<file path="src/rtl/sl1c_ram.sv">
// Generic single-port synchronous RAM with registered read data.
`timescale 1ns / 1ps
module sl1c_ram #(
  parameter int unsigned Width = 8,
  parameter int unsigned Depth = 16
) (
  input  logic                     clk_i,
  input  logic                     we_i,
  input  logic [$clog2(Depth)-1:0] addr_i,
  input  logic [Width-1:0]         wdata_i,
  output logic [Width-1:0]         rdata_o
);
  logic [Width-1:0] mem_q [Depth];

  always_ff @(posedge clk_i) begin
    if (we_i) begin
      mem_q[addr_i] <= wdata_i;
    end
    rdata_o <= mem_q[addr_i];
  end
endmodule

</file>
<file path="config.mk">
export PLATFORM = sky130hd
export DESIGN_NAME = sl1c_ram
export DESIGN_NICKNAME = d
export VERILOG_FILES = /design/src/rtl/sl1c_ram.sv
export SDC_FILE = /design/constraint.sdc
export NUM_CORES = 1
export LEC_CHECK = 0
export ABC_AREA = 1
export BUFFER_PORTS_ARGS = -buffer_cell sky130_fd_sc_hd__buf_2
export CAP_MARGIN = 20
export CORE_ASPECT_RATIO = 1.25
export CORE_UTILIZATION = 46
export DETAILED_ROUTE_END_ITERATION = 10
export SYNTH_ARGS = -nofsm -noshare
export SYNTH_HDL_FRONTEND = slang
export SYNTH_SLANG_ARGS = --single-unit
</file>
<file path="constraint.sdc">
create_clock -name clk_i -period 2.6 [get_ports clk_i]
set_clock_uncertainty 0.2 [all_clocks]
set_input_delay 0.52 -clock clk_i [delete_from_list [all_inputs] [get_ports clk_i]]
set_output_delay 0.52 -clock clk_i [all_outputs]
set_load 0.03 [all_outputs]
</file>
# After elaboration in Yosys (flattened, before gate mapping)
# Memory sizes are Yosys's and may differ from the RTL's. A register that Yosys moved wholly into a read port is not among the register bits.
# Index checks and enable logic that the tools add are counted.
# word_totals
in_bits	14
ff_bits	0
latchBits	0
ram_bits	128
mem_count	1
mem_bits_ro	0
wordCells	3
out_inout_bits	8
# mem_list
memory	words	width	rd	rd_ports_with_merged_regs	wr	line_no	text
mem_q	16	8	1	1	1	13	logic [Width-1:0] mem_q [Depth];
# op_classes
n_div	0
multipliers	0
bitwise	0
shifts	0
n_reduce_logical	0
n_mux	2
n_eq_ne	0
n_addsub	0
n_lt_le_gt_ge	0
# op_table
cell	n
$mux 1	2

# Logic depth before layout (Yosys ltp)
# Gate-level depths: netlist of run 1.
# depth
ltp_word	2
mapped_depth	11

# Worst setup path before layout of run 1
# OpenSTA, ideal clock, no wires.
# synth_path
path_kind	input to register
startpoint	input addr_i[1]
endpoint	memory mem_q[3][0], enable pin
arrival_ps	1527
setup_time_ps	370
required_time_ps	2030
stages	4
path_slack_ps	503
path_cell_list	buf_2 clkbuf_1 nand3_1 nor2_1
# synth_rtl
item	line_no	text
start, declared	9	input logic [$clog2(Depth)-1:0] addr_i,
end, declared	13	
# No word-level cell before the write port.

==> results of run 1 <==
## final cells by class
cell class                      instances  area, um2
Tap cell                              161        201
Clock buffer                           18        429
Multi-Input combinational cell        368       1390
Inverter                               23       86.3
Clock inverter                         14        126
Fill cell                            1021       5190
Sequential cell                       136       4000
Timing Repair Buffer                   46        305
## worst max-delay path, delay by kind of cell
family                 cells  cell delay, ns
buffers and inverters      4            0.78
and+or+nand+nor            7            0.51
## final timing paths
path                     startpoint                     to  slack [ns]  cells after the start
max                       addr_i[0]     rdata_o[7]$_DFF_P_        0.93                     11
min                      wdata_i[0]  mem_q[8][0]$_DFFE_PP_        0.34                      1
max reg2reg   mem_q[4][6]$_DFFE_PP_     rdata_o[6]$_DFF_P_        1.40                      8
min reg2reg  mem_q[13][6]$_DFFE_PP_     rdata_o[6]$_DFF_P_        0.51                      8
## per-stage QoR
stage | setup slack (ns) | power (mW) | util | hold WS [ns]
after global placement | 0.500 | 2.84 | 0.510 | 0.512
after floorplan | 0.503 | 2.71 | - | 0.419
after detailed placement | 0.485 | 2.84 | 0.510 | 0.503
after CTS | 0.927 | 5.06 | 0.558 | 0.332
final | 0.931 | 5.02 | 0.558 | 0.337
after global routing | 0.759 | 5.20 | 0.558 | 0.335
## cells by family (layout without fill, tap and decap cells)
family                 Yosys count  count (layout)  share of synthesized area
buffers and inverters           44             101                     0.0362
DFF                            136             136                      0.716
and+or+nand+nor                368             368                      0.248
## cell usage after synthesis
cell and number:
nand3_1 4, nor2_1 18, inv_1 21, clkbuf_1 3, dfxtp_1 8, buf_2 12, inv_2 1, buf_4 6
nand2_1 346, clkinv_1 1, edfxtp_1 128
## cells in the final DEF (no fill, tap or decap), types with 2 or more instances in the layout
master,n
nand2_1,346
edfxtp_1,128
buf_4,24
inv_1,21
buf_2,21
nor2_1,18
clkbuf_16,17
dfxtp_1,8
clkinv_4,6
nand3_1,4
clkinv_2,3
clkinv_1,2
inv_6,2
## routing by layer
| metal | part of all wire | vias to the layer above | wire, um | global-route usage |
|---|---|---|---|---|
| met5 | 0 | - | 0 | 0 |
| met4 | 0.015 | 0 | 184 | 0.0938 |
| met3 | 0.044 | 16 | 536 | 0.0419 |
| met2 | 0.48 | 95 | 5860 | 0.345 |
| met1 | 0.46 | 1730 | 5520 | 0.294 |
| li1 | - | 1837 | - | - |
## flip-flops by register name (all words and copies together) (netlist names)
signal   count
rdata_o      8
mem_q      128
## power by group
group / leakage, nW / switching, mW / total [mW] / internal (mW)
clock: 0.272 / 0.917 / 2.24 / 1.32
sequential: 1.22 / 0.0123 / 2.46 / 2.45
combinational: 1.34 / 0.237 / 0.324 / 0.0872
==> flow_summary_export.csv, run 1 <==
group,metric,value,unit
cells_and_area,syn2layout_area_growth,16.9,%
timing,max_slew_margin,0.712,
worst_setup_path,max_stage_delay,0.37,ns
worst_setup_path,required,2.76,ns
drt,routed_wl,12100,um
worst_setup_path,startpoint_type,"primary input",
global_route,antenna_found_initial,0,
run,maxCapViolations,0,
timing,setup_violations,0,
timing,finalSetupTns,0,ns
floorplanning,fp.dieH,125,um
clocking,clock_sinks,136,
yosys,synth_area_leader_cell,"edfxtp_1",
worst_setup_path,slowest_stage,"buf_4",
floorplanning,die_area,12600,um2
yosys,yosys_warnings,0,
clocking,cts_hold_buffers,0,
placement,place_inst,734,
cells_and_area,finalNonFillerCells,766,
worst_setup_path,worstPathMaxFanout,32,
floorplanning,core,11700,um2
yosys,synth_cell_types,11,
placement,place_hpwl,7790,um
cells_and_area,drive_gt1_frac,0.127,
placement,gp_congestion,0.849,
drt,drt_pass1_iterations,5,
worst_hold_path,hold_path.class,"in2reg",
worst_setup_path,worst_setup_path_end_kind,"flop",
outcome,outcome,"completed",
timing,rsz0062_at_grt,"false",
worst_setup_path,crit_chain,"buf_2 -> inv_2 -> buf_4 -> nand2_1 -> nand2_1 -> nand2_1 -> nand2_1 -> nand2_1 -> nand2_1 -> inv_1 -> nand2_1",
clocking,clock-root-buffer,"clkbuf_16",
global_route,gr-usage-all-layers,0.218,
drt,postRouteAntennaNets,0,
timing,worstMarginPinSlew,0.432,ns
yosys,syn_nets,562,
drt,post-route-drc-count,0,
cells_and_area,final_nets,606,
global_route,grt_pass1_wl,19700,um
yosys,synthCells,548,
floorplanning,start_util,0.477,
cells_and_area,antennaDiodeCount,0,
clocking,cts_setup_buffers,0,
timing,fin_crit_sh,0.642,
floorplanning,die_w,101,um
clocking,htree_levels,4,
cells_and_area,fin_area,6540,um2
worst_setup_path,critPathMostFrequentCell,"nand2_1",
yosys,synth-seq-cells,136,
timing,slew_viol_final,0,
clocking,cts_max_path_buffers,2,
drt,wl_per_cell,15.8,um
global_route,grt_pass1_vias,3676,
global_route,grt_max_degree,36,
pwr,power_density,768,nW/um2
drt,drt-vias-per-instance,4.80,
worst_setup_path,crit_arrival,1.83,ns
yosys,syn_area_per_cell,10.2,um2
timing,period_minus_slack,1.67,ns
clocking,clk_latency,0.42,ns
pwr,power.leakage,2.83,nW
pwr,irDropWorstVdd,506,uV
clocking,cts_resized,0,
clocking,numCtsBuffers,17,
drt,vias,3678,
floorplanning,rows,44,
yosys,synth.area.top_cells,"edfxtp_1, nand2_1, dfxtp_1",
timing,clock.fmax,599,MHz
yosys,synth_top_area_frac,0.687,
floorplanning,ios,22,
placement,portBuffers,21,
placement,place_area,5980,um2
global_route,overflow,0,
drt,drt_iter0_markers,270,
worst_setup_path,criticalPathCategory,"in2reg",
yosys,syn_area,5590,um2
yosys,ys_seq_area_frac,0.716,
clocking,path_clk_slew,0.06,ns
timing,finalHoldViolCount,0,
clocking,cts_tree,"built",
Note: power is estimated with default switching activity, not from simulation.
==> inputs of run 2 (changes only) <==
--- a/config.mk
+++ b/config.mk
@@ -5,7 +5,7 @@
 export SDC_FILE = /design/constraint.sdc
 export NUM_CORES = 1
 export LEC_CHECK = 0
-export ABC_AREA = 1
+export ABC_AREA = 0
 export BUFFER_PORTS_ARGS = -buffer_cell sky130_fd_sc_hd__buf_2
 export CAP_MARGIN = 20
 export CORE_ASPECT_RATIO = 1.25
==> constraint.sdc (replaced) <==
create_clock -name clk_i -period 1.7 [get_ports clk_i]
set_clock_uncertainty 0.2 [all_clocks]
set_input_delay 0.34 -clock clk_i [delete_from_list [all_inputs] [get_ports clk_i]]
set_output_delay 0.34 -clock clk_i [all_outputs]
set_load 0.03 [all_outputs]
==> run 2 against run 1 <==
Net effect:
- non-clock buffer count grew 16
- highest routed layer unchanged
- routed wire length shrank 20%
- sequential cell count is the same
- combinational power grew 33%
- first-iteration DRC count shrank 51%
- die area shrank 9.2%
- synthesized cell count shrank 58%
==> flow_summary_export.csv, run 2 <==
group,metric,value,unit
yosys,synth_top_area_frac,0.759,
yosys,synth_area_leader_cell,"edfxtp_1",
timing,slew_viol_final,0,
placement,gp_congestion,0.719,
drt,drt-vias-per-instance,5.46,
outcome,outcome,"completed",
global_route,grt_max_degree,18,
timing,setup_violations,0,
placement,place_hpwl,6710,um
floorplanning,die_area,11400,um2
yosys,ys_seq_area_frac,0.790,
pwr,fin_total_pwr,8.03,mW
clocking,clock-root-buffer,"clkbuf_16",
clocking,cts_max_path_buffers,2,
yosys,yosys_warnings,0,
drt,drt_pass1_iterations,4,
global_route,gr-usage-all-layers,0.197,
worst_setup_path,critical-path-top-delay-family,"multiplexers",
timing,fin_crit_sh,0.905,
yosys,ys.flop_type,"edfxtp_1",
yosys,syn_nets,244,
drt,post-route-drc-count,0,
pwr,switching_share,0.190,
worst_setup_path,worstPathMaxFanout,1,
global_route,grt_pass1_wl,15000,um
pwr,comb_power_share,0.054,
worst_setup_path,cp-endpoint,"rdata_o[3]$_DFF_P_",
timing,rsz0062_at_grt,"false",
yosys,synth-seq-cells,136,
yosys,yosysMostFrequentCell,"edfxtp_1",
floorplanning,ios,22,
worst_setup_path,max_stage_delay,0.48,ns
worst_setup_path,r2r_setup_slack,0.16,ns
pwr,irDropWorstVdd,607,uV
worst_setup_path,cp_num_cells,3,
cells_and_area,syn2layout_area_growth,25.7,%
yosys,async_reset_ff_frac,0,
timing,worstMarginPinSlew,0.694,ns
yosys,ys_top_cells_by_count,"edfxtp_1, mux4_2, a22oi_1, nor2_1, nand2_1",
worst_setup_path,startpoint,"mem_q[0][3]$_DFFE_PP_",
global_route,antenna_found_initial,0,
cells_and_area,final_cell_mix,"edfxtp_1, buf_4, mux4_2",
floorplanning,die_w,95.9,um
worst_hold_path,hold_start,"wdata_i[5]",
clocking,numCtsBuffers,17,
pwr,power.leakage,2.17,nW
cells_and_area,regMostFlops,"mem_q",
cells_and_area,finalNonFillerCells,445,
clocking,htree_levels,4,
global_route,grt_pass1_vias,2580,
timing,finalSetupTns,0,ns
placement,portBuffers,21,
timing,finalHoldViolCount,0,
pwr,power_density,1260,nW/um2
cells_and_area,antennaDiodeCount,0,
worst_setup_path,worstReg2RegEnd,"rdata_o[3]$_DFF_P_",
cells_and_area,final_common_cell,"edfxtp_1",
floorplanning,core,10700,um2
pwr,p_int,6.51,mW
clocking,path_clk_slew,0.06,ns
worst_setup_path,startpoint_type,"flop",
worst_setup_path,criticalPathCategory,"reg2reg",
pwr,seq_power_share,0.470,
drt,vias,2428,
clocking,cts_hold_buffers,0,
clocking,clock_sinks,136,
yosys,synth-edff-count,128,
yosys,synth.area.top_cells,"edfxtp_1, mux4_2, dfxtp_1",
drt,postRouteAntennaNets,0,
clocking,cts_setup_buffers,0,
yosys,synthCells,230,
yosys,syn_area_per_cell,22.0,um2
yosys,synth_cell_types,18,
drt,wl_per_cell,21.8,um
worst_hold_path,hold_path.class,"in2reg",
pwr,p_sw,1.52,mW
worst_setup_path,r2r_start,"mem_q[0][3]$_DFFE_PP_",
worst_setup_path,required,1.79,ns
clocking,cts_resized,0,
timing,holdWs,0.119,ns
drt,routed_wl,9690,um
floorplanning,start_util,0.475,
placement,place_inst,413,
yosys,syn_area,5070,um2
drt,drt_iter0_markers,132,
cells_and_area,reg_top3,"mem_q: 128 flops, rdata_o: 8 flops",
global_route,overflow,0,
worst_setup_path,worst_setup_path_end_kind,"flop",
clocking,clk_latency,0.41,ns
worst_setup_path,crit_arrival,1.63,ns
timing,clock.fmax,650,MHz
timing,period_minus_slack,1.54,ns
cells_and_area,final_nets,314,
worst_setup_path,ff2ff_path_depth,3,
floorplanning,rows,42,
pwr,clock_power_share,0.476,
worst_setup_path,slowest_stage,"mux4_2",
timing,max_slew_margin,0.536,
cells_and_area,fillers,767,
cells_and_area,drive_gt1_frac,0.450,
floorplanning,fp.dieH,119,um
cells_and_area,largest_reg_flops,128,
run,maxCapViolations,0,
clocking,cts_tree,"built",
worst_setup_path,critPathBufInv,0,
worst_setup_path,crit_chain,"mux4_2 -> a22oi_1 -> nand2_1",
run 2: cells by family (layout without fill, tap and decap cells):
kind of cell / count (synthesis) / after routing / share of synthesized area
mux: 32 / 32 / 0.142
simple gates: 35 / 35 / 0.0321
flops: 136 / 136 / 0.790
compound gates: 16 / 16 / 0.0237
buf+inv: 11 / 94 / 0.0119
run 2: cell type report:
class                           count  area [um2]  share of cell area
Sequential cell                   136        4000               0.629
Multi-Input combinational cell     83        1070               0.168
Clock buffer                       26         529              0.0831
Timing Repair Buffer               62         488              0.0766
Tap cell                          132         165              0.0259
Clock inverter                      6         110              0.0173
run 2: worst min path at each step:
stage                             end  cells after the start
6_report       mem_q[12][5]$_DFFE_PP_                      1
5_1_grt        mem_q[12][5]$_DFFE_PP_                      1
4_1_cts        mem_q[12][5]$_DFFE_PP_                      1
3_5_place_dp       rdata_o[5]$_DFF_P_                      3
3_3_place_gp       rdata_o[0]$_DFF_P_                      3
2_1_floorplan   mem_q[0][0]$_DFFE_PP_                      0
run 2: power groups by stage:
stage	logic [mW]	registers, mW	clock network, mW
after floorplan	0.207	3.88	0
after global placement	0.434	3.84	0
after detailed placement	0.438	3.84	0
after CTS	0.440	3.78	3.88
after global routing	0.468	3.78	4.02
final	0.432	3.78	3.83
run 2: per-stage QoR:
| stage | setup WS, ns | util | area (um2) |
|---|---|---|---|
| floorplan | -0.0503 | - | 5140 |
| global placement | -0.217 | 0.537 | 5730 |
| detailed placement | -0.223 | 0.537 | 5730 |
| CTS | 0.147 | 0.597 | 6370 |
| global route | 0.0951 | 0.597 | 6370 |
| finish | 0.162 | 0.597 | 6370 |
run 2: metal layers:
metal / up-vias / part of all wire / global-route usage
li1: 1103 / - / -
met1: 1247 / 0.41 / 0.243
met2: 62 / 0.52 / 0.313
met3: 16 / 0.043 / 0.0645
met4: 0 / 0.021 / 0.0896
met5: - / 0 / 0
==> inputs of run 3 (changes only) <==
==> constraint.sdc (replaced) <==
create_clock -name clk_i -period 1.2 [get_ports clk_i]
set_clock_uncertainty 0.2 [all_clocks]
set_input_delay 0.24 -clock clk_i [delete_from_list [all_inputs] [get_ports clk_i]]
set_output_delay 0.24 -clock clk_i [all_outputs]
set_load 0.03 [all_outputs]
==> run 3 against run 2 <==
Net effect:
- the run now ends with negative setup slack left
- clock-buffer cell count is 4 lower
- global-route usage rose by 1.6 points
- register-to-register slack lost 0.44 ns
- fmax grew 3.8%
- critical path depth did not move
- design area grew 6.7%
- clock power up 35%
- core utilization is 4.0 points higher
- combinational power is 84% higher
- largest cell class unchanged
- largest power group is now registers
- sequential power is 42% higher
- sequential share of layout area is 3.8 points lower
- routed wire length rose by 9.1%
==> flow_summary_export.csv, run 3 (synthesized netlist as in run 2, its figures left out) <==
group,metric,value,unit
floorplanning,ios,22,
worst_setup_path,criticalPathCategory,"reg2reg",
timing,slew_viol_final,0,
cells_and_area,final_cell_mix,"edfxtp_1, mux4_2, buf_12",
worst_setup_path,worst_setup_path_end_kind,"flop",
drt,drt-vias-per-instance,5.64,
floorplanning,fp.dieH,119,um
placement,pre_cts_ws,-0.687,ns
drt,wl_per_cell,23.9,um
clocking,clk_latency,0.41,ns
clocking,clock_sinks,136,
cells_and_area,final_common_cell,"edfxtp_1",
worst_hold_path,hold_path.class,"in2reg",
cells_and_area,antennaDiodeCount,0,
run,maxCapViolations,0,
placement,portBuffers,21,
clocking,cts_hold_buffers,0,
placement,place_inst,405,
worst_setup_path,startpoint_type,"flop",
timing,rsz0062_at_grt,"true",
drt,postRouteAntennaNets,0,
placement,place_hpwl,6560,um
timing,max_slew_margin,0.340,
floorplanning,core,10700,um2
cells_and_area,fillers,718,
clocking,htree_levels,4,
cells_and_area,regMostFlops,"mem_q",
floorplanning,start_util,0.475,
floorplanning,rows,42,
timing,setup_violations,40,
pwr,power_density,1670,nW/um2
drt,vias,2499,
cells_and_area,final_nets,312,
placement,gp_congestion,0.719,
outcome,outcome,"finished, violations left",
global_route,antenna_found_initial,0,
global_route,gr-usage-all-layers,0.213,
cells_and_area,final_util,0.637,
drt,drt_pass1_iterations,4,
cells_and_area,syn2layout_area_growth,34.1,%
worst_setup_path,required,1.29,ns
timing,fin_ws,-0.282,ns
clocking,cts_tree,"built",
floorplanning,die_area,11400,um2
worst_setup_path,crit_arrival,1.57,ns
timing,period_minus_slack,1.48,ns
clocking,numCtsBuffers,17,
timing,worstMarginPinSlew,0.987,ns
timing,fin_crit_sh,1.23,
worst_setup_path,r2r_setup_slack,-0.28,ns
pwr,power.leakage,2.27,nW
drt,routed_wl,10600,um
cells_and_area,reg_top3,"mem_q: 128 flops, rdata_o: 8 flops",
drt,post-route-drc-count,0,
global_route,overflow,0,
worst_setup_path,worstPathMaxFanout,1,
global_route,grt_max_degree,18,
global_route,grt_pass1_wl,16200,um
drt,drt_iter0_markers,160,
floorplanning,die_w,95.9,um
timing,clock.fmax,675,MHz
cells_and_area,largest_reg_flops,128,
timing,finalHoldViolCount,0,
clocking,cts_max_path_buffers,2,
clocking,clock-root-buffer,"clkbuf_16",
timing,finalSetupTns,-4.03,ns
global_route,grt_pass1_vias,2661,
outcome,violations,"negative setup slack",
cells_and_area,drive_gt1_frac,0.518,
clocking,path_clk_slew,0.05,ns
pwr,irDropWorstVdd,1060,uV
timing,holdWs,0.0160,ns
cells_and_area,finalNonFillerCells,443,
[run 3: cell count changes in the layout (fill, tap and decap cells not counted), sizes merged]
cell,previous run,this run
clkinv,1,6
bufbuf,0,1
clkbuf,26,22
buf,62,59
clkinvlp,2,1
[run 3: critical path: stages, from the launching register on]
cell,delay [ns]
edfxtp_1,0.36
mux4_2,0.48
a22oi_2,0.25
nand2_1,0.07
[run 3: power by group]
| part | internal, mW | switching [mW] | total [mW] | leakage [nW] |
|---|---|---|---|---|
| combinational | 0.373 | 0.420 | 0.793 | 0.746 |
| clock | 3.40 | 1.77 | 5.17 | 0.295 |
| sequential | 5.32 | 0.0386 | 5.36 | 1.22 |
| total | 9.09 | 2.23 | 11.3 | 2.27 |
[run 3: path summary, 6_finish.rpt]
kind / start / to / cells after the start
setup / recovery: mem_q[11][5]$_DFFE_PP_ / rdata_o[5]$_DFF_P_ / 3
hold reg to reg: mem_q[4][6]$_DFFE_PP_ / rdata_o[6]$_DFF_P_ / 3
setup reg to reg: mem_q[11][5]$_DFFE_PP_ / rdata_o[5]$_DFF_P_ / 3
hold / removal: wdata_i[4] / mem_q[12][4]$_DFFE_PP_ / 1
[run 3: layout make-up]
type                            count  area, um2  area share
Sequential cell                   136       4010       0.590
Multi-Input combinational cell     83       1230       0.181
Timing Repair Buffer               60        787       0.116
Clock buffer                       22        474      0.0698
Tap cell                          132        165      0.0243
Clock inverter                     10        125      0.0184
[run 3: per-layer routing]
metal | GRT usage | vias to the layer above | routed length (um)
li1 | - | 1109 | -
met1 | 0.285 | 1317 | 4620
met2 | 0.326 | 56 | 5370
met3 | 0.0434 | 17 | 332
met4 | 0.111 | 0 | 255
met5 | 0 | - | 0
[run 3: through the flow]
| stage | area, um2 | power, mW |
|---|---|---|
| after floorplan | 5300 | 5.84 |
| after global placement | 5950 | 6.12 |
| after detailed placement | 5950 | 6.13 |
| after CTS | 6780 | 11.4 |
| after global routing | 6800 | 11.7 |
| final | 6800 | 11.3 |
[run 3: timing repair]
item                       4_1_cts  5_1_grt
gates cloned                     1        0
setup endpoints to repair      112       97
setup buffers                    5        1
gates resized for setup         47        7
pin swaps                       18        5
